File: config.mk
export PLATFORM = sky130hd
export DESIGN_NAME = fpa_queue
export DESIGN_NICKNAME = d
export VERILOG_FILES = /design/src/hw/rtl/fpa_pkg.sv /design/src/hw/rtl/fpa_queue.sv
export SDC_FILE = /design/constraint.sdc
export NUM_CORES = 1
export LEC_CHECK = 0
export ABC_AREA = 1
export BUFFER_PORTS_ARGS = -buffer_cell sky130_fd_sc_hd__buf_2
export CAP_MARGIN = 10
export CORE_ASPECT_RATIO = 1.1
export CORE_UTILIZATION = 50
export DETAILED_ROUTE_END_ITERATION = 8
export PLACE_DENSITY = 0.74
export SYNTH_ARGS = -nofsm -noshare
export SYNTH_HDL_FRONTEND = slang
export SYNTH_SLANG_ARGS = --single-unit
File: constraint.sdc
create_clock -name clk_i -period 8 [get_ports clk_i]
set_input_delay 0.8 -clock clk_i [delete_from_list [all_inputs] [get_ports clk_i]]
set_output_delay 0.8 -clock clk_i [all_outputs]
set_load 0.005 [all_outputs]
File: src/hw/rtl/fpa_pkg.sv
// shared types, constants and helpers of the fixed-point alu
package fpa_pkg;

  localparam int unsigned WordW         = 32;
  localparam int unsigned FracW         = 8;
  localparam int unsigned DivBits       = WordW + FracW;
  localparam int unsigned StepsPerStage = 2;
  localparam int unsigned DivStages     = DivBits / StepsPerStage;
  localparam int unsigned ProdW         = 2 * WordW;
  localparam int unsigned MagW          = ProdW - FracW + 1;
  localparam int unsigned QueueDepth    = 2;
  localparam int unsigned QueuePtrW     = $clog2(QueueDepth);
  localparam int unsigned QueueCntW     = $clog2(QueueDepth + 1);

  localparam logic [WordW-1:0] WordMax = {1'b0, {(WordW-1){1'b1}}};
  localparam logic [WordW-1:0] WordMin = {1'b1, {(WordW-1){1'b0}}};

  typedef logic [3:0] op_t;
  localparam op_t OP_ADD      = 4'd0;
  localparam op_t OP_SUB      = 4'd1;
  localparam op_t OP_MUL      = 4'd2;
  localparam op_t OP_DIV      = 4'd3;
  localparam op_t OP_MIN      = 4'd4;
  localparam op_t OP_MAX      = 4'd5;
  localparam op_t OP_INC      = 4'd6;
  localparam op_t OP_DEC      = 4'd7;
  localparam op_t OP_TO_INT   = 4'd8;
  localparam op_t OP_FROM_INT = 4'd9;

  typedef enum logic [1:0] {
    ST_OK   = 2'd0,
    ST_OVF  = 2'd1,
    ST_DIV0 = 2'd2
  } status_e;

  typedef enum logic [1:0] {
    KIND_SIMPLE = 2'd0,
    KIND_MUL    = 2'd1,
    KIND_DIV    = 2'd2
  } kind_e;

  // classified item handed from the front to the back
  typedef struct packed {
    kind_e            kind;
    logic             neg;
    logic [WordW-1:0] mag_a;
    logic [WordW-1:0] mag_b;
    logic [WordW-1:0] res;
    status_e          status;
    logic             lt;
    logic             eq;
  } work_t;

  typedef struct packed {
    logic [WordW-1:0]   rem;
    logic [DivBits-1:0] num;
  } div_acc_t;

  typedef struct packed {
    kind_e              kind;
    logic               neg;
    logic [WordW-1:0]   den;
    div_acc_t           acc;
    logic [ProdW-1:0]   prod;
    logic [WordW-1:0]   res;
    status_e            status;
    logic               lt;
    logic               eq;
  } stage_t;

  // one restoring division step: quotient bits shift in at the low end of num
  function automatic div_acc_t div_step(div_acc_t acc, logic [WordW-1:0] den);
    logic [WordW:0] trial;
    logic           qbit;
    div_acc_t       nxt;
    trial = {acc.rem, acc.num[DivBits-1]};
    qbit  = (trial >= {1'b0, den});
    if (qbit) begin
      trial = trial - {1'b0, den};
    end
    nxt.rem = trial[WordW-1:0];
    nxt.num = {acc.num[DivBits-2:0], qbit};
    return nxt;
  endfunction

endpackage

File: src/hw/rtl/fpa_queue.sv
// short fifo between front and back
module fpa_queue import fpa_pkg::*; (
  input  logic  clk_i,
  input  logic  rst_ni,
  input  logic  in_valid_i,
  output logic  in_ready_o,
  input  work_t in_data_i,
  output logic  out_valid_o,
  input  logic  out_ready_i,
  output work_t out_data_o
);

  work_t                mem_q [QueueDepth];
  logic [QueuePtrW-1:0] wr_ptr_q, rd_ptr_q;
  logic [QueueCntW-1:0] cnt_q, cnt_d;
  logic                 push, pop;

  assign in_ready_o  = (cnt_q != QueueCntW'(QueueDepth));
  assign out_valid_o = (cnt_q != '0);
  assign out_data_o  = mem_q[rd_ptr_q];
  assign push        = in_valid_i && in_ready_o;
  assign pop         = out_valid_o && out_ready_i;

  always_comb begin
    cnt_d = cnt_q;
    if (push && !pop) begin
      cnt_d = cnt_q + QueueCntW'(1);
    end else if (pop && !push) begin
      cnt_d = cnt_q - QueueCntW'(1);
    end
  end

  always_ff @(posedge clk_i or negedge rst_ni) begin
    if (!rst_ni) begin
      cnt_q    <= '0;
      wr_ptr_q <= '0;
      rd_ptr_q <= '0;
    end else begin
      cnt_q <= cnt_d;
      if (push) begin
        wr_ptr_q <= (wr_ptr_q == QueuePtrW'(QueueDepth - 1)) ? '0 : wr_ptr_q + QueuePtrW'(1);
      end
      if (pop) begin
        rd_ptr_q <= (rd_ptr_q == QueuePtrW'(QueueDepth - 1)) ? '0 : rd_ptr_q + QueuePtrW'(1);
      end
    end
  end

  always_ff @(posedge clk_i) begin
    if (push) begin
      mem_q[wr_ptr_q] <= in_data_i;
    end
  end

  a_cnt_bound: assert property (@(posedge clk_i) disable iff (!rst_ni)
    cnt_q <= QueueCntW'(QueueDepth))
    else $error("queue fill count beyond depth");

endmodule

==> metrics.cfg, run 1 <==
[setup_path]
setup.worst_path.class = register to output pin
cp_cell_sequence = clkinv_2 > buf_4 > nand2_1 > nand2_1 > buf_2
cp-end-kind = output pin
cp.required_ps = 7200
path_max_fanout = 85
start_kind = register
worstPathArrival_ps = 2350
path_delay_family = buffers and inverters
cp_slowest_cell = buf_4
cpMostUsedCell = nand2_1
cp.buffers_inverters = 3
slowest_delay_ps = 720

[global_route]
grt_max_degree = 105
grt_pass1_wl_microns = 23300
first_global_vias = 4800
antenna_found_initial = 2
grt-ovfl-total = 0
grt_util_all_layers_pct = 18.8

[die]
die_h_microns = 132
coreArea_sq_um = 15100
rows = 47
start_util_pct = 51.3
ioPinCount = 212
die-area_sq_um = 16000
die_x_microns = 121

[clock_tree]
cts_resized = 0
cts_made_buffers = 21
clkSlewWorstSetupHoldPaths_ps = 60
cts_buffer_depth = 3
post_cts.repair.setup_buffers = 0
clock_sinks = 210
htree_num_levels = 1
cts_hold_buffers = 0
root_buffer = clkbuf_16
clock_latency_ps = 480
cts_tree = built

[drt]
drc_errors = 0
viasPerCell = 4.92
drtAntennaViolNets = 0
routedWlPerCell_microns = 15.4
vias = 4885
drt_wl_total_microns = 15200
drtIter0Drc = 310
drt_first_pass_iters = 4

[placement]
dp_hpwl_microns = 9630
gp_congestion = 0.748
numPortBuffers = 211

[cells_and_area]
drive_above_1_share_pct = 30.6
area_growth_pct = 23.2
final_common_cell = nand2_1
final_nets = 891
final_cell_mix = nand2_1, buf_2, edfxtp_1, clkbuf_16

[pwr]
total_power_uw = 3410
netSwitchingFraction_pct = 31.4
p_comb_share_pct = 29.3
ir_drop_v = 0.000230
p_clk_share_pct = 24.7
internal_power_uw = 2340
power_per_cell_area_nw_per_um2 = 358
leakage_uw = 0.00412
p_seq_share_pct = 46.0
switchingPower_uw = 1070

[synth]
ys_seq_area_share_pct = 81.3
syn-num-nets = 675
ys_warn_count = 0
syn_inst = 567
synth-seq-cells = 210
syn_area_per_cell_sq_um = 13.6
ys_types = 13
syn_area_sq_um = 7730

[timing]
max_freq_mhz = 317
rsz0062_at_grt = false
fin_crit_sh_pct = 39.4
min_period_ps = 3150
slew_viol_final = 0
slew_headroom_pct = 21.8
hold_viol_final = 0
fin_skew_ps = 5.41
tightest_slew_ps = 1170
setup_viol = 0
tns_ps = 0

[outcome]
status = complete, no violations

[job]
drv_cap = 0

[hold_path]
hp-class = input port to async pin

## cells by family (layout without fill, tap and decap cells)
logic type | Yosys count | count (layout) | share of synthesized area, %
other | 0 | 1 | 0
XOR/XNOR | 2 | 2 | 0.227
buffers and inverters | 30 | 258 | 2.48
adder cells (fa/ha/maj) | 1 | 1 | 0.162
AND/OR/NAND/NOR | 324 | 324 | 15.8
flip-flops | 210 | 210 | 81.3
## synth_stat cells
cell type	count	area, sq um
ha_1	1	12.5
inv_1	6	22.5
edfxtp_1	206	6190
inv_2	1	3.75
nand3_1	2	10.0
dfrtp_1	4	100
xor2_1	1	8.76
buf_6	8	90.1
xnor2_1	1	8.76
nand2_1	319	1200
buf_2	15	75.1
nor2_1	2	7.51
nand4_1	1	6.26
## routing by layer
metal	wire length, microns	global-route usage [%]
met4	350	7.06
met3	1170	4.37
met2	7750	32.6
met5	0	0
met1	5970	22.7
## layout make-up
class	instances	area, sq um
timing repair buffer	216	1110
tap	196	245
sequential	210	6290
antenna	1	2.50
multi-input combinational	327	1270
inverter	7	27.5
fill	1170	5540
clock buffer	27	548
clock inverter	8	32.5
## flip-flops by register name, indices dropped and copies added, names as in the netlist
register  flops
wr_ptr_q      1
cnt_q         2
rd_ptr_q      1
mem_q       206
## power by group through the flow
stage          clock (uW)  sequential (uW)  combinational (uW)
4_1_cts               862             1570                1010
3_3_place_gp            0             1580                 984
5_1_grt               903             1590                1120
6_report              842             1570                 999
2_1_floorplan           0             1610                 590
3_5_place_dp            0             1590                1010
## per-stage QoR
step,util [%],worst slack (ps),instances,hold WS (ps),area (sq um)
finish,63.2,4850,992,129,9520
global route,63.2,4680,992,112,9520
CTS,63.1,4790,990,115,9500
detailed placement,59.2,4620,955,512,8910
global placement,59.2,4730,955,479,8910
floorplan,-,2240,567,462,7730
## path summary, 6_finish.rpt
kind | from | end | slack, ps | cells after the start
hold reg to reg | cnt_q[0] | cnt_q[0] | 520 | 1
setup / recovery | rd_ptr_q | out_data_o[85] | 4850 | 5
min in group clk_i | in_data_i[55] | mem_q[1][55] | 510 | 1
max in group asynchronous | rst_ni | rd_ptr_q | 7730 | 1
setup reg to reg | cnt_q[0] | mem_q[1][81] | 5360 | 5
hold / removal | rst_ni | wr_ptr_q | 130 | 1
Note: power is estimated with default switching activity, not from simulation.
==> run 2: changes to the inputs <==
--- a/config.mk
+++ b/config.mk
@@ -9,9 +9,9 @@
 export BUFFER_PORTS_ARGS = -buffer_cell sky130_fd_sc_hd__buf_2
 export CAP_MARGIN = 10
 export CORE_ASPECT_RATIO = 1.1
-export CORE_UTILIZATION = 50
+export CORE_UTILIZATION = 47
 export DETAILED_ROUTE_END_ITERATION = 8
-export PLACE_DENSITY = 0.74
+export PLACE_DENSITY = 0.73
 export SYNTH_ARGS = -nofsm -noshare
 export SYNTH_HDL_FRONTEND = slang
 export SYNTH_SLANG_ARGS = --single-unit
==> constraint.sdc (replaced) <==
create_clock -name clk_i -period 2.8 [get_ports clk_i]
set_input_delay 0.28 -clock clk_i [delete_from_list [all_inputs] [get_ports clk_i]]
set_output_delay 0.28 -clock clk_i [all_outputs]
set_load 0.005 [all_outputs]
==> run 2 against run 1 <==
Against the previous run:
- flip-flop and latch count did not move
- sequential share of layout area fell by 7.1 points
- register-to-register slack got worse by 4400 ps
- first-iteration DRC count fell by 7.4%
- critical endpoint is now out_data_o[13]
- non-clock buffer count rose by 107
- critical path type unchanged
- global-route usage rose by 1.2 points
- sequential power rose to 2.9 times the previous value
- count of clock-buffer cells in the layout fell by 2
- via count rose by 7.8%
- cell count rose by 11%
==> metrics.cfg, run 2 (synthesized netlist as in run 1, its figures left out) <==
[outcome]
status = complete, no violations

[timing]
tns_ps = 0  ; unchanged
rsz0062_at_grt = false
setup_viol = 0  ; unchanged
slew_viol_final = 0  ; unchanged
fin_skew_ps = 9.59  ; +4.18 ps
slew_headroom_pct = 49.7  ; +28 points
hold-worst-slack_ps = 109  ; -20.2 ps
hold_viol_final = 0  ; unchanged
max_freq_mhz = 404
fin_crit_sh_pct = 88.5
min_period_ps = 2480
tightest_slew_ps = 755  ; -418 ps

[clock_tree]
clkSlewWorstSetupHoldPaths_ps = 60  ; about the same
clock_latency_ps = 490  ; about the same
clock_sinks = 210  ; unchanged
cts_made_buffers = 22  ; +4.8%
htree_num_levels = 1  ; unchanged
post_cts.repair.setup_buffers = 0  ; unchanged
root_buffer = clkbuf_16
cts_tree = built
cts_buffer_depth = 3  ; unchanged

[placement]
dp_cells = 963  ; +0.84%
gp_congestion = 0.729  ; -2.5%
numPortBuffers = 211  ; unchanged
dp_hpwl_microns = 10200  ; +5.9%

[drt]
routedWlPerCell_microns = 15.5  ; +0.76%
vias = 5268  ; +7.8%
viasPerCell = 4.77  ; -3.2%
drtAntennaViolNets = 0  ; unchanged
drt_first_pass_iters = 5  ; +1
drc_errors = 0  ; unchanged
drt_wl_total_microns = 17100  ; +12%
drtIter0Drc = 287  ; -7.4%

[pwr]
p_clk_share_pct = 26.3  ; +1.6 points
internal_power_uw = 6980  ; +200%
p_comb_share_pct = 28.9  ; -0.4 points
total_power_uw = 10200  ; +200%
netSwitchingFraction_pct = 31.4  ; about the same
leakage_uw = 0.00461  ; +12%
power_per_cell_area_nw_per_um2 = 954  ; +170%
ir_drop_v = 0.000653  ; +180%
p_seq_share_pct = 44.8  ; -1.2 points
switchingPower_uw = 3200  ; +200%

[cells_and_area]
ff_latch_area_sq_um = 6290  ; unchanged
final_common_cell = nand2_1
top_register = mem_q
reg_top3 = mem_q x206, cnt_q x2
drive_above_1_share_pct = 27.8  ; -2.7 points
nFillCells = 1112  ; -5.0%
final_nets = 999  ; +12%
n_antenna_cell = 0  ; -1
fin_util_pct = 67.3  ; +4.1 points
layoutNonFillerInstCount = 1105  ; +11%
area_growth_pct = 38.1
multi_input_area_sq_um = 1270  ; unchanged
largest_reg_flops = 206  ; unchanged
final_cell_mix = nand2_1, buf_2, edfxtp_1, dlygate4sd3_1, clkbuf_16

[hold_path]
hp-class = input port to register
hold-path-cell-count = 3

[global_route]
grt_util_all_layers_pct = 20.0  ; +1.2 points
first_global_vias = 5498  ; +15%
grt-ovfl-total = 0  ; unchanged
grt_pass1_wl_microns = 26700  ; +14%
grt_max_degree = 67  ; -36%
antenna_found_initial = 0  ; -2

[die]
start_util_pct = 48.7  ; -2.6 points
coreArea_sq_um = 15900  ; +5.3%
die_x_microns = 124  ; +3.1%
ioPinCount = 212  ; unchanged
rows = 48  ; +2.1%
die_h_microns = 136  ; +3.1%
die-area_sq_um = 17000  ; +6.3%

[setup_path]
path_max_fanout = 66  ; -22%
start_kind = register
cp-end-kind = output pin
cp.required_ps = 2520  ; -4680 ps
setup.worst_path.class = register to output pin
rr_worst_depth = 5  ; unchanged
worstPathArrival_ps = 2200  ; -150 ps

[job]
drv_cap = 0  ; unchanged

-- run 2: changes by cell type in the layout (fill, tap and decap cells not counted), sizes merged --
cell	delta
clkinvlp	+1
clkbuf	-2
buf	+3
dlygate4sd3	+104
bufinv	+1
clkinv	+3
diode	-1
-- run 2: worst paths after layout --
check | slack [ps] | to | startpoint
max in group asynchronous | 2500 | rd_ptr_q | rst_ni
setup reg to reg | 920 | mem_q[1][19] | cnt_q[0]
setup / recovery | 320 | out_data_o[13] | rd_ptr_q
hold reg to reg | 520 | cnt_q[0] | cnt_q[0]
min in group asynchronous | 150 | wr_ptr_q | rst_ni
hold / removal | 110 | rd_ptr_q | out_ready_i
-- run 2: layer usage --
layer  up-vias  track usage, %  wire length [microns]
met5         -               0                      0
met4         0            7.56                    430
met3        34            3.21                    830
met2       187            38.6                   9360
met1      2487            22.0                   6490
li1       2560               -                      -
-- run 2: power groups by stage --
stage / clock (uW) / sequential (uW) / combinational (uW)
global route: 2850 / 4630 / 3290
global placement: 0 / 4590 / 2790
finish: 2680 / 4560 / 2940
CTS: 2730 / 4560 / 2980
floorplan: 0 / 4540 / 1690
detailed placement: 0 / 4620 / 2850
-- run 2: layout make-up --
class / instances / share of cell area (%)
clock buffer: 25 / 5.46
sequential: 210 / 58.9
tap: 200 / 2.35
clock inverter: 13 / 0.786
timing repair buffer: 323 / 20.3
inverter: 7 / 0.258
multi-input combinational: 327 / 11.9
-- run 2: critical path: stages, from the launching register on --
cell,delay (ps)
dfrtp_4,650
clkinv_2,100
buf_4,570
nand2_1,140
nand2_1,110
buf_2,110
-- run 2: per-stage QoR --
step	worst slack, ps	cell area, sq um
global placement	858	8960
CTS	274	10700
global route	122	10700
floorplan	-959	7730
finish	323	10700
detailed placement	805	8960
-- run 2: what timing repair did --
action,CTS,global route
hold buffers,104,0
hold endpoints to repair,210,0
resized for setup,0,0
setup endpoints to repair,0,0
