--- src/hw/rtl/fpa_pkg.sv ---
// shared types, constants and helpers of the fixed-point alu
package fpa_pkg;

  localparam int unsigned WordW         = 32;
  localparam int unsigned FracW         = 8;
  localparam int unsigned DivBits       = WordW + FracW;
  localparam int unsigned StepsPerStage = 2;
  localparam int unsigned DivStages     = DivBits / StepsPerStage;
  localparam int unsigned ProdW         = 2 * WordW;
  localparam int unsigned MagW          = ProdW - FracW + 1;
  localparam int unsigned QueueDepth    = 2;
  localparam int unsigned QueuePtrW     = $clog2(QueueDepth);
  localparam int unsigned QueueCntW     = $clog2(QueueDepth + 1);

  localparam logic [WordW-1:0] WordMax = {1'b0, {(WordW-1){1'b1}}};
  localparam logic [WordW-1:0] WordMin = {1'b1, {(WordW-1){1'b0}}};

  typedef logic [3:0] op_t;
  localparam op_t OP_ADD      = 4'd0;
  localparam op_t OP_SUB      = 4'd1;
  localparam op_t OP_MUL      = 4'd2;
  localparam op_t OP_DIV      = 4'd3;
  localparam op_t OP_MIN      = 4'd4;
  localparam op_t OP_MAX      = 4'd5;
  localparam op_t OP_INC      = 4'd6;
  localparam op_t OP_DEC      = 4'd7;
  localparam op_t OP_TO_INT   = 4'd8;
  localparam op_t OP_FROM_INT = 4'd9;

  typedef enum logic [1:0] {
    ST_OK   = 2'd0,
    ST_OVF  = 2'd1,
    ST_DIV0 = 2'd2
  } status_e;

  typedef enum logic [1:0] {
    KIND_SIMPLE = 2'd0,
    KIND_MUL    = 2'd1,
    KIND_DIV    = 2'd2
  } kind_e;

  // classified item handed from the front to the back
  typedef struct packed {
    kind_e            kind;
    logic             neg;
    logic [WordW-1:0] mag_a;
    logic [WordW-1:0] mag_b;
    logic [WordW-1:0] res;
    status_e          status;
    logic             lt;
    logic             eq;
  } work_t;

  typedef struct packed {
    logic [WordW-1:0]   rem;
    logic [DivBits-1:0] num;
  } div_acc_t;

  typedef struct packed {
    kind_e              kind;
    logic               neg;
    logic [WordW-1:0]   den;
    div_acc_t           acc;
    logic [ProdW-1:0]   prod;
    logic [WordW-1:0]   res;
    status_e            status;
    logic               lt;
    logic               eq;
  } stage_t;

  // one restoring division step: quotient bits shift in at the low end of num
  function automatic div_acc_t div_step(div_acc_t acc, logic [WordW-1:0] den);
    logic [WordW:0] trial;
    logic           qbit;
    div_acc_t       nxt;
    trial = {acc.rem, acc.num[DivBits-1]};
    qbit  = (trial >= {1'b0, den});
    if (qbit) begin
      trial = trial - {1'b0, den};
    end
    nxt.rem = trial[WordW-1:0];
    nxt.num = {acc.num[DivBits-2:0], qbit};
    return nxt;
  endfunction

endpackage

--- src/hw/rtl/fpa_if.sv ---
// request and response channel interfaces of the fixed-point alu
interface fpa_req_if;
  logic               valid;
  logic               ready;
  logic [3:0]         req_type;
  logic signed [31:0] operand_a;
  logic signed [31:0] operand_b;
  modport source (output valid, req_type, operand_a, operand_b, input ready);
  modport sink (input valid, req_type, operand_a, operand_b, output ready);
endinterface


--- src/hw/rtl/fpa_front.sv ---
// front stage: takes requests, finishes short operations, classifies mul and div
module fpa_front import fpa_pkg::*; (
  input  logic      clk_i,
  input  logic      rst_ni,
  fpa_req_if.sink   req_i,
  output logic      work_valid_o,
  input  logic      work_ready_i,
  output work_t     work_o
);

  logic               valid_q;
  work_t              work_q, work_d;
  logic signed [WordW-1:0] a, b;
  logic [WordW:0]     sum, diff, inc, dec;
  logic [FracW:0]     top_a;
  logic               shl_ovf;

  function automatic logic [WordW-1:0] sat_val(logic [WordW:0] v);
    logic [WordW-1:0] r;
    r = v[WordW-1:0];
    if (v[WordW] != v[WordW-1]) begin
      r = v[WordW] ? WordMin : WordMax;
    end
    return r;
  endfunction

  function automatic status_e sat_st(logic [WordW:0] v);
    return (v[WordW] != v[WordW-1]) ? ST_OVF : ST_OK;
  endfunction

  assign a     = req_i.operand_a;
  assign b     = req_i.operand_b;
  assign sum   = {a[WordW-1], a} + {b[WordW-1], b};
  assign diff  = {a[WordW-1], a} - {b[WordW-1], b};
  assign inc   = {a[WordW-1], a} + (WordW+1)'(1);
  assign dec   = {a[WordW-1], a} - (WordW+1)'(1);
  // shifting left keeps the value only when the dropped bits all match the sign
  assign top_a   = a[WordW-1 -: FracW+1];
  assign shl_ovf = !((&top_a) || !(|top_a));

  always_comb begin
    work_d        = '0;
    work_d.kind   = KIND_SIMPLE;
    work_d.status = ST_OK;
    work_d.lt     = (a < b);
    work_d.eq     = (a == b);
    work_d.neg    = a[WordW-1] ^ b[WordW-1];
    work_d.mag_a  = a[WordW-1] ? (WordW)'(-a) : a;
    work_d.mag_b  = b[WordW-1] ? (WordW)'(-b) : b;
    unique case (req_i.req_type)
      OP_ADD: begin
        work_d.res    = sat_val(sum);
        work_d.status = sat_st(sum);
      end
      OP_SUB: begin
        work_d.res    = sat_val(diff);
        work_d.status = sat_st(diff);
      end
      OP_MUL: work_d.kind = KIND_MUL;
      OP_DIV: begin
        if (b == '0) begin
          work_d.status = ST_DIV0;
        end else begin
          work_d.kind = KIND_DIV;
        end
      end
      OP_MIN: work_d.res = (a < b) ? a : b;
      OP_MAX: work_d.res = (a > b) ? a : b;
      OP_INC: begin
        work_d.res    = sat_val(inc);
        work_d.status = sat_st(inc);
      end
      OP_DEC: begin
        work_d.res    = sat_val(dec);
        work_d.status = sat_st(dec);
      end
      OP_TO_INT: work_d.res = a >>> FracW;
      OP_FROM_INT: begin
        if (shl_ovf) begin
          work_d.res    = a[WordW-1] ? WordMin : WordMax;
          work_d.status = ST_OVF;
        end else begin
          work_d.res = {a[WordW-1-FracW:0], {FracW{1'b0}}};
        end
      end
      default: work_d.res = '0;
    endcase
  end

  assign req_i.ready = !valid_q || work_ready_i;

  always_ff @(posedge clk_i or negedge rst_ni) begin
    if (!rst_ni) begin
      valid_q <= 1'b0;
    end else if (req_i.ready) begin
      valid_q <= req_i.valid;
    end
  end

  always_ff @(posedge clk_i) begin
    if (req_i.valid && req_i.ready) begin
      work_q <= work_d;
    end
  end

  assign work_valid_o = valid_q;
  assign work_o       = work_q;

endmodule

--- src/flat_wrapper.sv ---
// flat-port wrapper written by rule: the top's interface ports become plain ports
module fpa_front_flat import fpa_pkg::*;
  (clk_i, rst_ni, work_valid_o, work_ready_i, work_o, req_i_valid, req_i_req_type, req_i_operand_a, req_i_operand_b, req_i_ready);
  fpa_req_if req_i_i ();
  input  logic clk_i;
  input  logic rst_ni;
  output logic work_valid_o;
  input  logic work_ready_i;
  output work_t work_o;
  input wire logic [$bits(req_i_i.valid)-1:0] req_i_valid;
  input wire logic [$bits(req_i_i.req_type)-1:0] req_i_req_type;
  input wire logic [$bits(req_i_i.operand_a)-1:0] req_i_operand_a;
  input wire logic [$bits(req_i_i.operand_b)-1:0] req_i_operand_b;
  output wire logic [$bits(req_i_i.ready)-1:0] req_i_ready;
  assign req_i_i.valid = req_i_valid;
  assign req_i_i.req_type = req_i_req_type;
  assign req_i_i.operand_a = req_i_operand_a;
  assign req_i_i.operand_b = req_i_operand_b;
  assign req_i_ready = req_i_i.ready;
  fpa_front u_core (.clk_i(clk_i), .rst_ni(rst_ni), .req_i(req_i_i), .work_valid_o(work_valid_o), .work_ready_i(work_ready_i), .work_o(work_o));
endmodule
--- config.mk ---
export PLATFORM = sky130hd
export DESIGN_NAME = fpa_front_flat
export DESIGN_NICKNAME = d
export VERILOG_FILES = /design/src/hw/rtl/fpa_pkg.sv /design/src/hw/rtl/fpa_if.sv /design/src/hw/rtl/fpa_front.sv /design/src/flat_wrapper.sv
export SDC_FILE = /design/constraint.sdc
export NUM_CORES = 1
export LEC_CHECK = 0
export BUFFER_PORTS_ARGS = -buffer_cell sky130_fd_sc_hd__buf_2
export CAP_MARGIN = 20
export CORE_AREA = 3 3 170 172
export DETAILED_ROUTE_END_ITERATION = 10
export DIE_AREA = 0 0 173 175
export MAX_ROUTING_LAYER = met4
export PLACE_DENSITY = 0.64
export SETUP_SLACK_MARGIN = 0.3
export SLEW_MARGIN = 20
export SYNTH_ARGS = -nofsm -noshare
export SYNTH_HDL_FRONTEND = slang
export SYNTH_SLANG_ARGS = --single-unit
--- constraint.sdc ---
create_clock -name clk_i -period 4.6 [get_ports clk_i]
set_input_delay 0 -clock clk_i [delete_from_list [all_inputs] [get_ports clk_i]]
set_output_delay 0 -clock clk_i [all_outputs]
set_load 0.03 [all_outputs]
==> impl_results.md, run 1 <==
- Via Count: 13400
- TritonCTS clock tree: built
- Synth cell types: 89
- Sequential cell fraction of total power: 33.1%
- Main synth FF type: edfxtp_1
- Worst VDD drop: 0.000149 V
- Post-DP HPWL: 40700 um
- Drt wl/cell: 24.9 um
- Status: finished, final reports clean
- R2r startpoint: u_core.work_valid_o
- Async S/R FF share, synth: 0.962%
- Final setup violation count: 0
- Met2 Track Usage GR: 51.2%
- Row count: 61
- Mean Syn Cell Area: 7.87 um^2
- Internal: 2020 uW
- WP data arrival: 4370 ps
- Nets: 1853
- Vias/cell: 6.41
- Met3 GRT Util: 6.56%
- Worst-margin pin slew: 921 ps
- Cell area after synthesis: 12300 um^2
- Type of origin of the critical path: input pin
- Pwr Total: 3520 uW
- Routability cong.: 1.06
- Antenna-violating nets left: 0
- Period utilization: 92.3%
- Hold wc startpoint: req_i_operand_b[26]
- Routed WL: 52100 um
- Largest cells by area after synthesis: edfxtp_1 (25%), xnor2_1 (9.6%), ha_1 (6.8%), o21ai_0 (5.4%), a21oi_1 (5.1%)
- Clock Path Buffers: 2
- Syn Inst Count: 1565
- Initial Utilization: 44.6%
- Crit. End Element: register
- Most Crowded Layer GR: met2
- Max Fclk: 0.236 GHz
- Root Buffer: clkbuf_16
- Largest net degree at the start of global routing: 51
- Worst hold stages: 2
- Total negative setup slack: 0 ps
- DRC viols: 0
- Worst Skew: 10.2 ps
- # IOs: 177
- CTS H-tree lvls: 3
- Sequential share of the synthesized area: 25.3%
- CP required: 4730 ps
- DP Area: 13700 um^2
- Initial antenna violation count: 1
- Gate power share: 42.8%
- Layout cells sized above 1: 18.0%
- Sw frac: 42.5%
- Post-synth EDFFs: 103
- Final Non-Filler Cells: 2095
- Ys Warns: 0
- Type of the worst setup path: in2reg
- Syn Nets: 1706
- Fin util: 50.8%
- Leak: 0.00561 uW
- RSZ-0062 raised after global routing: no
- Post-synth top area cell: edfxtp_1
- CP Max Fanout: 18
- Die width: 173 um
- Fin. Hold Viols: 0
- Clk slew on worst S/H paths: 100 ps
- Commonest cells post-synth: xnor2_1 (135), nor2_1 (133), o21ai_0 (133)
- Vias in the first global route: 12700
- Worst R2R End: u_core.work_o[40]
- Global-route wire length before repair: 78400 um
- Yosys reg bits: 104
- Design area: 14000 um^2
- Drt pass-1 iters: 6
- PD cells: 251 nW/um^2
- Synth-to-layout area growth: 14.0%
- Yosys top cell area share: 25.1%
- Core Area: 27600 um^2
- Max-cap violation count: 0
- DIE HEIGHT: 175 um
- Clk pwr share: 24.2%
- Worst-skew pair later-pin latency: 370 ps
- Hold path endpoint: u_core.work_o[62]
- Most numerous cell in the Yosys netlist: xnor2_1
- # clock sinks: 104
- Final Critical Period: 4240 ps
- GRT overflow: 0
- FF-to-FF setup slack: 2670 ps
- Total Routing Usage GR: 34.3%
- Ant diodes: 0
- R2r worst-path depth: 3
- Worst min-delay path class: in2reg
- Cts bufs inserted: 9
- Input/output buffers: 176
- Relative slew slack: 38.4%
- Switching power: 1500 uW
- Placed insts: 2073
- Met1 Use GR: 46.5%
- Die ar.: 30300 um^2
- Fin. max-slew vios: 0
- Postcts setup bufs: 0
- Starting DRC count in detailed routing: 1800
[final cells by class]
cell class | instances | area (um^2)
Multi-Input combinational cell | 1271 | 8420
Tap cell | 378 | 473
Sequential cell | 104 | 3120
Inverter | 74 | 278
Clock buffer | 10 | 229
Clock inverter | 6 | 57.6
Fill cell | 2766 | 13600
Timing Repair Buffer | 252 | 1460
[how the worst max path moves through the flow]
| stage | startpoint | to | depth (start not counted) |
|---|---|---|---|
| floorplan | u_core.work_valid_o | u_core.work_o[0] | 2 |
| global placement | req_i_operand_a[21] | u_core.work_o[28] | 12 |
| detailed placement | req_i_operand_b[12] | u_core.work_o[32] | 12 |
| CTS | req_i_operand_b[0] | u_core.work_o[28] | 14 |
| global route | req_i_operand_b[0] | u_core.work_o[18] | 16 |
| finish | req_i_operand_b[0] | u_core.work_o[18] | 16 |
[cell usage in the layout (no fill, tap or decap), drive strengths merged, types with 11 or more instances in the layout]
cell / count
a211oi: 14
a21o: 23
a21oi: 126
a221oi: 11
a31oi: 12
and3: 15
buf: 246
edfxtp: 103
ha: 67
inv: 78
mux2i: 32
nand2: 126
nand2b: 21
nand3: 44
nand4: 38
nor2: 134
nor2b: 16
nor3: 41
nor4: 11
o2111ai: 16
o211ai: 16
o21a: 13
o21ai: 140
o31ai: 17
or2: 13
or3: 26
or4: 11
xnor2: 135
xor2: 30
[state kept, by name, indices dropped and copies added (netlist names)]
register,count
u_core.work_o,103
u_core.work_valid_o,1
[kinds of logic (layout without fill, tap and decap cells)]
family	after synthesis	after routing	share of synthesized area (%)
AOI/OAI and AO/OA	467	467	24.4
xor gates and xnor gates	165	165	11.7
adders and majority gates	69	69	7.13
buffers and inverters	190	342	6.47
DFF	104	104	25.3
muxes	39	39	3.24
and+or+nand+nor	531	531	21.8
[routing by layer]
| metal | vias to the layer above | share of wire (%) |
|---|---|---|
| li1 | 6000 | - |
| met1 | 6374 | 42 |
| met2 | 894 | 43 |
| met3 | 167 | 11 |
| met4 | 0 | 3.5 |
| met5 | - | 0 |
[power by group through the flow]
stage / Sequential, uW / Combinational (uW) / Clock (uW)
after floorplan: 1330 / 826 / 0
after global routing: 1170 / 1590 / 886
after global placement: 1190 / 1460 / 0
after detailed placement: 1180 / 1450 / 0
after CTS: 1160 / 1460 / 854
final: 1160 / 1510 / 851
[worst max-delay path, cell delays in order]
cell           delay (ps)
dlygate4sd3_1         530
buf_2                 160
ha_1                  240
fa_1                  430
nor2b_1               200
o2111ai_1             220
and4bb_2              340
o21ai_1               310
a211oi_2              160
buf_4                 240
o21a_1                170
nand2b_2              280
buf_4                 250
o21ai_0               310
o211ai_1              140
or3_1                 380
[metrics by stage]
stage,hold WS [ps],worst slack (ps)
after floorplan,-296,868
after global placement,-225,348
after detailed placement,-224,314
after CTS,0.860,401
after global routing,20.9,354
final,5.06,356
[what timing repair did]
item / 4_1_cts / 5_1_grt
resized for setup: 0 / 3
endpoints found under the hold margin: 4 / 0
endpoints found under the setup margin: 0 / 3
hold buffers: 6 / 0
(Power assumes the default switching activity.)
==> run 2, diff against run 1 <==
--- a/config.mk
+++ b/config.mk
@@ -6,12 +6,13 @@
 export NUM_CORES = 1
 export LEC_CHECK = 0
 export BUFFER_PORTS_ARGS = -buffer_cell sky130_fd_sc_hd__buf_2
-export CAP_MARGIN = 20
+export CAP_MARGIN = 10
 export CORE_AREA = 3 3 170 172
 export DETAILED_ROUTE_END_ITERATION = 10
 export DIE_AREA = 0 0 173 175
 export MAX_ROUTING_LAYER = met4
 export PLACE_DENSITY = 0.64
+export RECOVER_POWER = 25
 export SETUP_SLACK_MARGIN = 0.3
 export SLEW_MARGIN = 20
 export SYNTH_ARGS = -nofsm -noshare
==> run 2 against run 1 <==
- register-to-register slack barely moved
- global-route usage fell by 0.070 points
- flip-flop and latch count did not move
- worst setup slack improved by 4.6 ps
- utilization fell by 0.34 points
- sequential share of layout area rose by 0.15 points
- hold slack got worse by 4.6 ps
- count of clock-buffer cells in the layout did not move
- largest power group unchanged
- critical path depth did not move
- clock power fell by 0.5%
- critical endpoint unchanged
- largest cell class unchanged
- sequential power barely moved
==> impl_results.md, run 2 (synthesis results as in run 1) <==
- Status: finished, final reports clean
- Fill cells: 2823 (+2.1%)
- Nets: 1852 (-0.054%)
- DIE HEIGHT: 175 um (unchanged)
- Synth-to-layout area growth: 13.2%
- Antenna-violating nets left: 0 (unchanged)
- Starting DRC count in detailed routing: 1755 (-2.5%)
- Worst hold stages: 2 (unchanged)
- Type of the worst setup path: in2reg
- Core Area: 27600 um^2 (unchanged)
- Most common cell after layout, fill and taps aside: xnor2_1
- Hold wc startpoint: req_i_operand_b[27]
- Via Count: 13300 (-0.75%)
- TritonCTS clock tree: built
- Global-route wire length before repair: 77900 um (-0.56%)
- Fin. max-slew vios: 0 (unchanged)
- Initial antenna violation count: 0 (-1)
- Routability cong.: 1.06 (unchanged)
- CP Max Fanout: 18 (unchanged)
- WP data arrival: 4380 ps (about the same)
- Reg area: 3120 um^2 (unchanged)
- Die width: 173 um (unchanged)
- GRT overflow: 0 (unchanged)
- Hold path endpoint: u_core.work_o[63]
- Drt wl/cell: 25.0 um (+0.53%)
- Largest net degree at the start of global routing: 51 (unchanged)
- Final setup violation count: 0 (unchanged)
- Routed WL: 52400 um (+0.49%)
- Final Critical Period: 4240 ps (-4.59 ps)
- PD cells: 251 nW/um^2 (+0.31%)
- Root Buffer: clkbuf_16
- Max Fclk: 0.236 GHz (+0.11%)
- Worst R2R End: u_core.work_o[4]
- Worst-margin pin slew: 1390 ps (+470 ps)
- Crit. End Element: register
- Highest-count cells in the layout ignoring fill and taps: xnor2_1 (135), o21ai_0 (132), nor2_1 (132), a21oi_1 (126), nand2_1 (125)
- Clock Path Buffers: 2 (unchanged)
- Vias/cell: 6.37 (-0.70%)
- Row count: 61 (unchanged)
- # IOs: 177 (unchanged)
- Total Routing Usage GR: 34.2% (-0.070 points)
- CTS H-tree lvls: 3 (unchanged)
- DRC viols: 0 (unchanged)
- Postcts setup bufs: 0 (unchanged)
- Largest register FFs: 103 (unchanged)
- Final hold slack: 0.434 ps (-4.63 ps)
- R2r startpoint: u_core.work_valid_o
- Layout cells sized above 1: 13.8% (-4.2 points)
- Ant diodes: 0 (unchanged)
- FF-to-FF setup slack: 2680 ps (about the same)
- Type of origin of the critical path: input pin
- Worst min-delay path class: in2reg
- Die ar.: 30300 um^2 (unchanged)
- Worst Skew: 8.28 ps (-1.94 ps)
- RSZ-0062 raised after global routing: no
- Worst VDD drop: 0.000155 V (+4.3%)
- Fin. Hold Viols: 0 (unchanged)
- Multi-input gate area: 8420 um^2 (unchanged)
- Vias in the first global route: 12500 (-1.1%)
- Max-cap violation count: 0 (unchanged)
- Cts bufs inserted: 9 (unchanged)
- # clock sinks: 104 (unchanged)
- R2r worst-path depth: 3 (unchanged)
- Drt pass-1 iters: 8 (+2)
- Clk slew on worst S/H paths: 90 ps (about the same)
- Worst-skew pair later-pin latency: 380 ps (about the same)
- Input/output buffers: 176 (unchanged)
- Period utilization: 92.2% (-0.10 points)
- Initial Utilization: 44.6% (unchanged)
- Post-DP HPWL: 40800 um (+0.15%)
- Leak: 0.00540 uW (-3.7%)
- Relative slew slack: 6.46% (-32 points)
- CP required: 4740 ps (about the same)
- Total negative setup slack: 0 ps (unchanged)
run 2: worst max-delay path by stage:
stage               cells past startpoint           startpoint  slack, ps                end
global placement                       12  req_i_operand_a[21]        350  u_core.work_o[28]
floorplan                               2  u_core.work_valid_o        870   u_core.work_o[0]
CTS                                    14   req_i_operand_b[0]        390  u_core.work_o[28]
detailed placement                     12  req_i_operand_b[12]        330  u_core.work_o[32]
finish                                 16   req_i_operand_b[0]        360  u_core.work_o[18]
global route                           16   req_i_operand_b[0]        260  u_core.work_o[13]
run 2: critical path, cell delays in order:
cell and delay (ps):
dlygate4sd3_1 530, clkbuf_1 180, ha_1 280, fa_1 420
nor2b_1 210, o2111ai_1 220, and4bb_2 340, o21ai_1 270
a211oi_2 150, buf_4 230, o21a_1 170, nand2b_2 290
buf_4 260, o21ai_0 290, o211ai_1 130, or3_1 380
run 2: final cells by class:
cell class	count	area share [%]
Timing Repair Buffer	251	9.81
Inverter	74	1.99
Multi-Input combinational cell	1271	60.4
Clock inverter	6	0.413
Tap cell	378	3.39
Clock buffer	10	1.64
Sequential cell	104	22.4
run 2: repair_timing:
| action | 4_1_cts | 5_1_grt |
|---|---|---|
| endpoints found under the hold margin | 4 | 0 |
| hold buffers | 6 | 0 |
| setup endpoints to repair | 0 | 4 |
| gates resized for setup | 0 | 3 |
run 2: where the power goes:
| group | leakage [uW] | internal, uW | switching, uW | total [uW] |
|---|---|---|---|---|
| Clock | 0.000142 | 385 | 461 | 847 |
| Combinational | 0.00426 | 484 | 1010 | 1490 |
| Sequential | 0.00101 | 1140 | 25.0 | 1170 |
run 2: through the flow:
step | utilization, % | power [uW] | std cells | area (um^2) | setup slack [ps]
after floorplan | - | 2150 | 1565 | 12300 | 868
after global placement | 49.5 | 2650 | 2072 | 13700 | 348
after detailed placement | 49.5 | 2640 | 2072 | 13700 | 329
after CTS | 50.8 | 3470 | 2094 | 14000 | 388
after global routing | 50.5 | 3630 | 2094 | 13900 | 262
final | 50.5 | 3510 | 2094 | 13900 | 361
run 2: routing by layer:
layer	vias up	track usage, %	wire length, um
li1	5993	-	-
met1	6339	46.6	21900
met2	856	51.3	22800
met3	146	7.02	5880
met4	0	10.6	1790
met5	-	-	0
==> run 3, diff against run 2 <==
==> constraint.sdc (replaced) <==
create_clock -name clk_i -period 4.44 [get_ports clk_i]
set_input_delay 0 -clock clk_i [delete_from_list [all_inputs] [get_ports clk_i]]
set_output_delay 0 -clock clk_i [all_outputs]
set_load 0.03 [all_outputs]
==> run 3 against run 2 <==
- the run now ends with max-capacitance violations, max-slew violations left
- cell area increased by 0.55%
- flip-flop and latch count unchanged
- register-to-register slack got worse by 620 ps
- routed wire length increased by 0.80%
- hold slack improved by 20 ps
- first-iteration DRC count increased by 22%
- clock power increased by 3.0%
- final cell count increased by 0.43%
- sequential share of layout area decreased by 0.12 points
- worst setup slack improved by 22 ps
- via count increased by 1.3%
- critical path type unchanged
==> impl_results.md, run 3 (synthesis results as in run 1) <==
- Status: finished with violations
- Failing checks: max-capacitance violations, max-slew violations
- CTS H-tree lvls: 3 (unchanged)
- Hold wc startpoint: req_i_operand_b[30]
- Drt wl/cell: 25.1 um (+0.36%)
- Total negative setup slack: 0 ps (unchanged)
- DRC viols: 0 (unchanged)
- Worst min-delay path class: in2reg
- CP required: 4660 ps (-80 ps)
- Fin. max-slew vios: 51 (+51)
- Die ar.: 30300 um^2 (unchanged)
- Leak: 0.00544 uW (+0.67%)
- Largest register FFs: 103 (unchanged)
- Total Routing Usage GR: 34.2% (about the same)
- Most common cell after layout, fill and taps aside: xnor2_1
- Clock Path Buffers: 2 (unchanged)
- Post-DP HPWL: 40600 um (-0.33%)
- Fin util: 50.8% (+0.28 points)
- # IOs: 177 (unchanged)
- Design area: 14000 um^2 (+0.55%)
- Final setup violation count: 0 (unchanged)
- Worst Skew: 7.06 ps (-1.22 ps)
- Die width: 173 um (unchanged)
- Core Area: 27600 um^2 (unchanged)
- Crit. End Element: register
- Worst R2R End: u_core.work_o[10]
- Type of the worst setup path: in2reg
- Max-cap violation count: 1 (+1)
- Relative slew slack: -46.8% (-53 points)
- Global-route wire length before repair: 77900 um (about the same)
- Root Buffer: clkbuf_16
- Worst Setup Slack, final: 382 ps (+21.5 ps)
- Initial antenna violation count: 1 (+1)
- Switching power: 1550 uW (+3.7%)
- TritonCTS clock tree: built
- RSZ-0062 raised after global routing: no
- Largest net degree at the start of global routing: 72 (+41%)
- Input/output buffers: 176 (unchanged)
- Postcts setup bufs: 0 (unchanged)
- Clk pwr share: 23.9% (-0.2 points)
- Type of origin of the critical path: input pin
- # clock sinks: 104 (unchanged)
- Routability cong.: 1.07 (+0.38%)
- R2r worst-path depth: 3 (unchanged)
- Max Fclk: 0.246 GHz
- Highest-count cells in the layout ignoring fill and taps: xnor2_1 (135), o21ai_0 (132), nor2_1 (132), a21oi_1 (126), nand2_1 (125)
- Pre-CTS WS: 396 ps (+66.9 ps)
- Worst-skew pair later-pin latency: 370 ps (about the same)
- Final Critical Period: 4060 ps
- Sequential cell fraction of total power: 33.2% (about the same)
- Clk slew on worst S/H paths: 90 ps (about the same)
- Gate power share: 42.9% (+0.3 points)
- Row count: 61 (unchanged)
- FF-to-FF setup slack: 2060 ps (-620 ps)
- Worst VDD drop: 0.000231 V (+49%)
- Antenna-violating nets left: 0 (unchanged)
- Period utilization: 91.4%
- Fin. Hold Viols: 0 (unchanged)
- DP Area: 13800 um^2 (+0.52%)
- Cts bufs inserted: 9 (unchanged)
- Starting DRC count in detailed routing: 2140 (+22%)
- Worst-margin pin slew: 2200 ps (+811 ps)
- CP Max Fanout: 6 (-12)
- PD cells: 260 nW/um^2 (+3.3%)
- Routed WL: 52800 um (+0.80%)
- Hold path endpoint: u_core.work_o[66]
- Vias/cell: 6.42 (+0.86%)
- Drt pass-1 iters: 5 (-3)
- Synth-to-layout area growth: 13.8%
- Sw frac: 42.6% (-0.080 points)
- Via Count: 13500 (+1.3%)
- Internal: 2090 uW (+4.0%)
- Vias in the first global route: 12500 (+0.048%)
- Layout cells sized above 1: 14.0% (+0.28 points)
- Initial Utilization: 44.6% (unchanged)
- Worst hold stages: 2 (unchanged)
- R2r startpoint: u_core.work_valid_o
- WP data arrival: 4270 ps (-110 ps)
- DIE HEIGHT: 175 um (unchanged)
- GRT overflow: 0 (unchanged)
- Nets: 1860 (+0.43%)
run 3: how the worst max path moves through the flow:
stage	startpoint	to	slack [ps]	cells past startpoint
after floorplan	u_core.work_valid_o	u_core.work_o[0]	710	2
after global placement	req_i_operand_a[19]	u_core.work_o[28]	410	11
after detailed placement	req_i_operand_b[3]	u_core.work_o[29]	400	14
after CTS	req_i_operand_b[0]	u_core.work_o[13]	400	15
after global routing	req_i_operand_a[31]	u_core.work_o[7]	160	10
final	req_i_operand_b[0]	u_core.work_o[15]	380	16
run 3: layout make-up:
type                            instances  area [um^2]
Clock buffer                           10          229
Multi-Input combinational cell       1271         8430
Antenna cell                            1         2.50
Clock inverter                          6         57.6
Fill cell                            2819        13600
Tap cell                              378          473
Sequential cell                       104         3120
Timing Repair Buffer                  259         1440
Inverter                               74          278
run 3: per-layer routing:
layer	track usage, %	wire length (um)	up-vias
li1	-	-	6037
met3	5.61	6010	136
met4	9.70	1660	0
met5	-	0	-
met2	51.9	23100	917
met1	47.4	22000	6417
run 3: through the flow:
stage | hold WS [ps] | instances | total power [uW]
after global routing | 18.0 | 2103 | 3770
final | 20.3 | 2103 | 3640
after global placement | -225 | 2079 | 2760
after CTS | 5.47 | 2102 | 3610
after detailed placement | -222 | 2079 | 2740
after floorplan | -296 | 1565 | 2230
run 3: power by group through the flow:
stage / Combinational [uW] / Clock (uW) / Sequential, uW
5_1_grt: 1650 / 905 / 1220
2_1_floorplan: 856 / 0 / 1380
4_1_cts: 1530 / 873 / 1210
3_3_place_gp: 1530 / 0 / 1230
3_5_place_dp: 1510 / 0 / 1230
6_report: 1560 / 872 / 1210
run 3: worst max-delay path: stages:
cell           delay (ps)
dlygate4sd3_1         520
clkbuf_1              330
ha_1                  260
inv_1                  60
fa_1                  400
nor2_1                210
o211ai_1              180
a2bb2oi_1             350
a32oi_1               300
nor4_1                360
o31a_1                370
nand2_1               120
o21bai_1              280
buf_4                 230
and4b_1               200
o211ai_1               90
run 3: repair_timing:
| action | in CTS | in global routing |
|---|---|---|
| gates resized for setup | 0 | 2 |
| endpoints found under the hold margin | 5 | 0 |
| hold buffers | 7 | 0 |
| setup endpoints to repair | 0 | 6 |
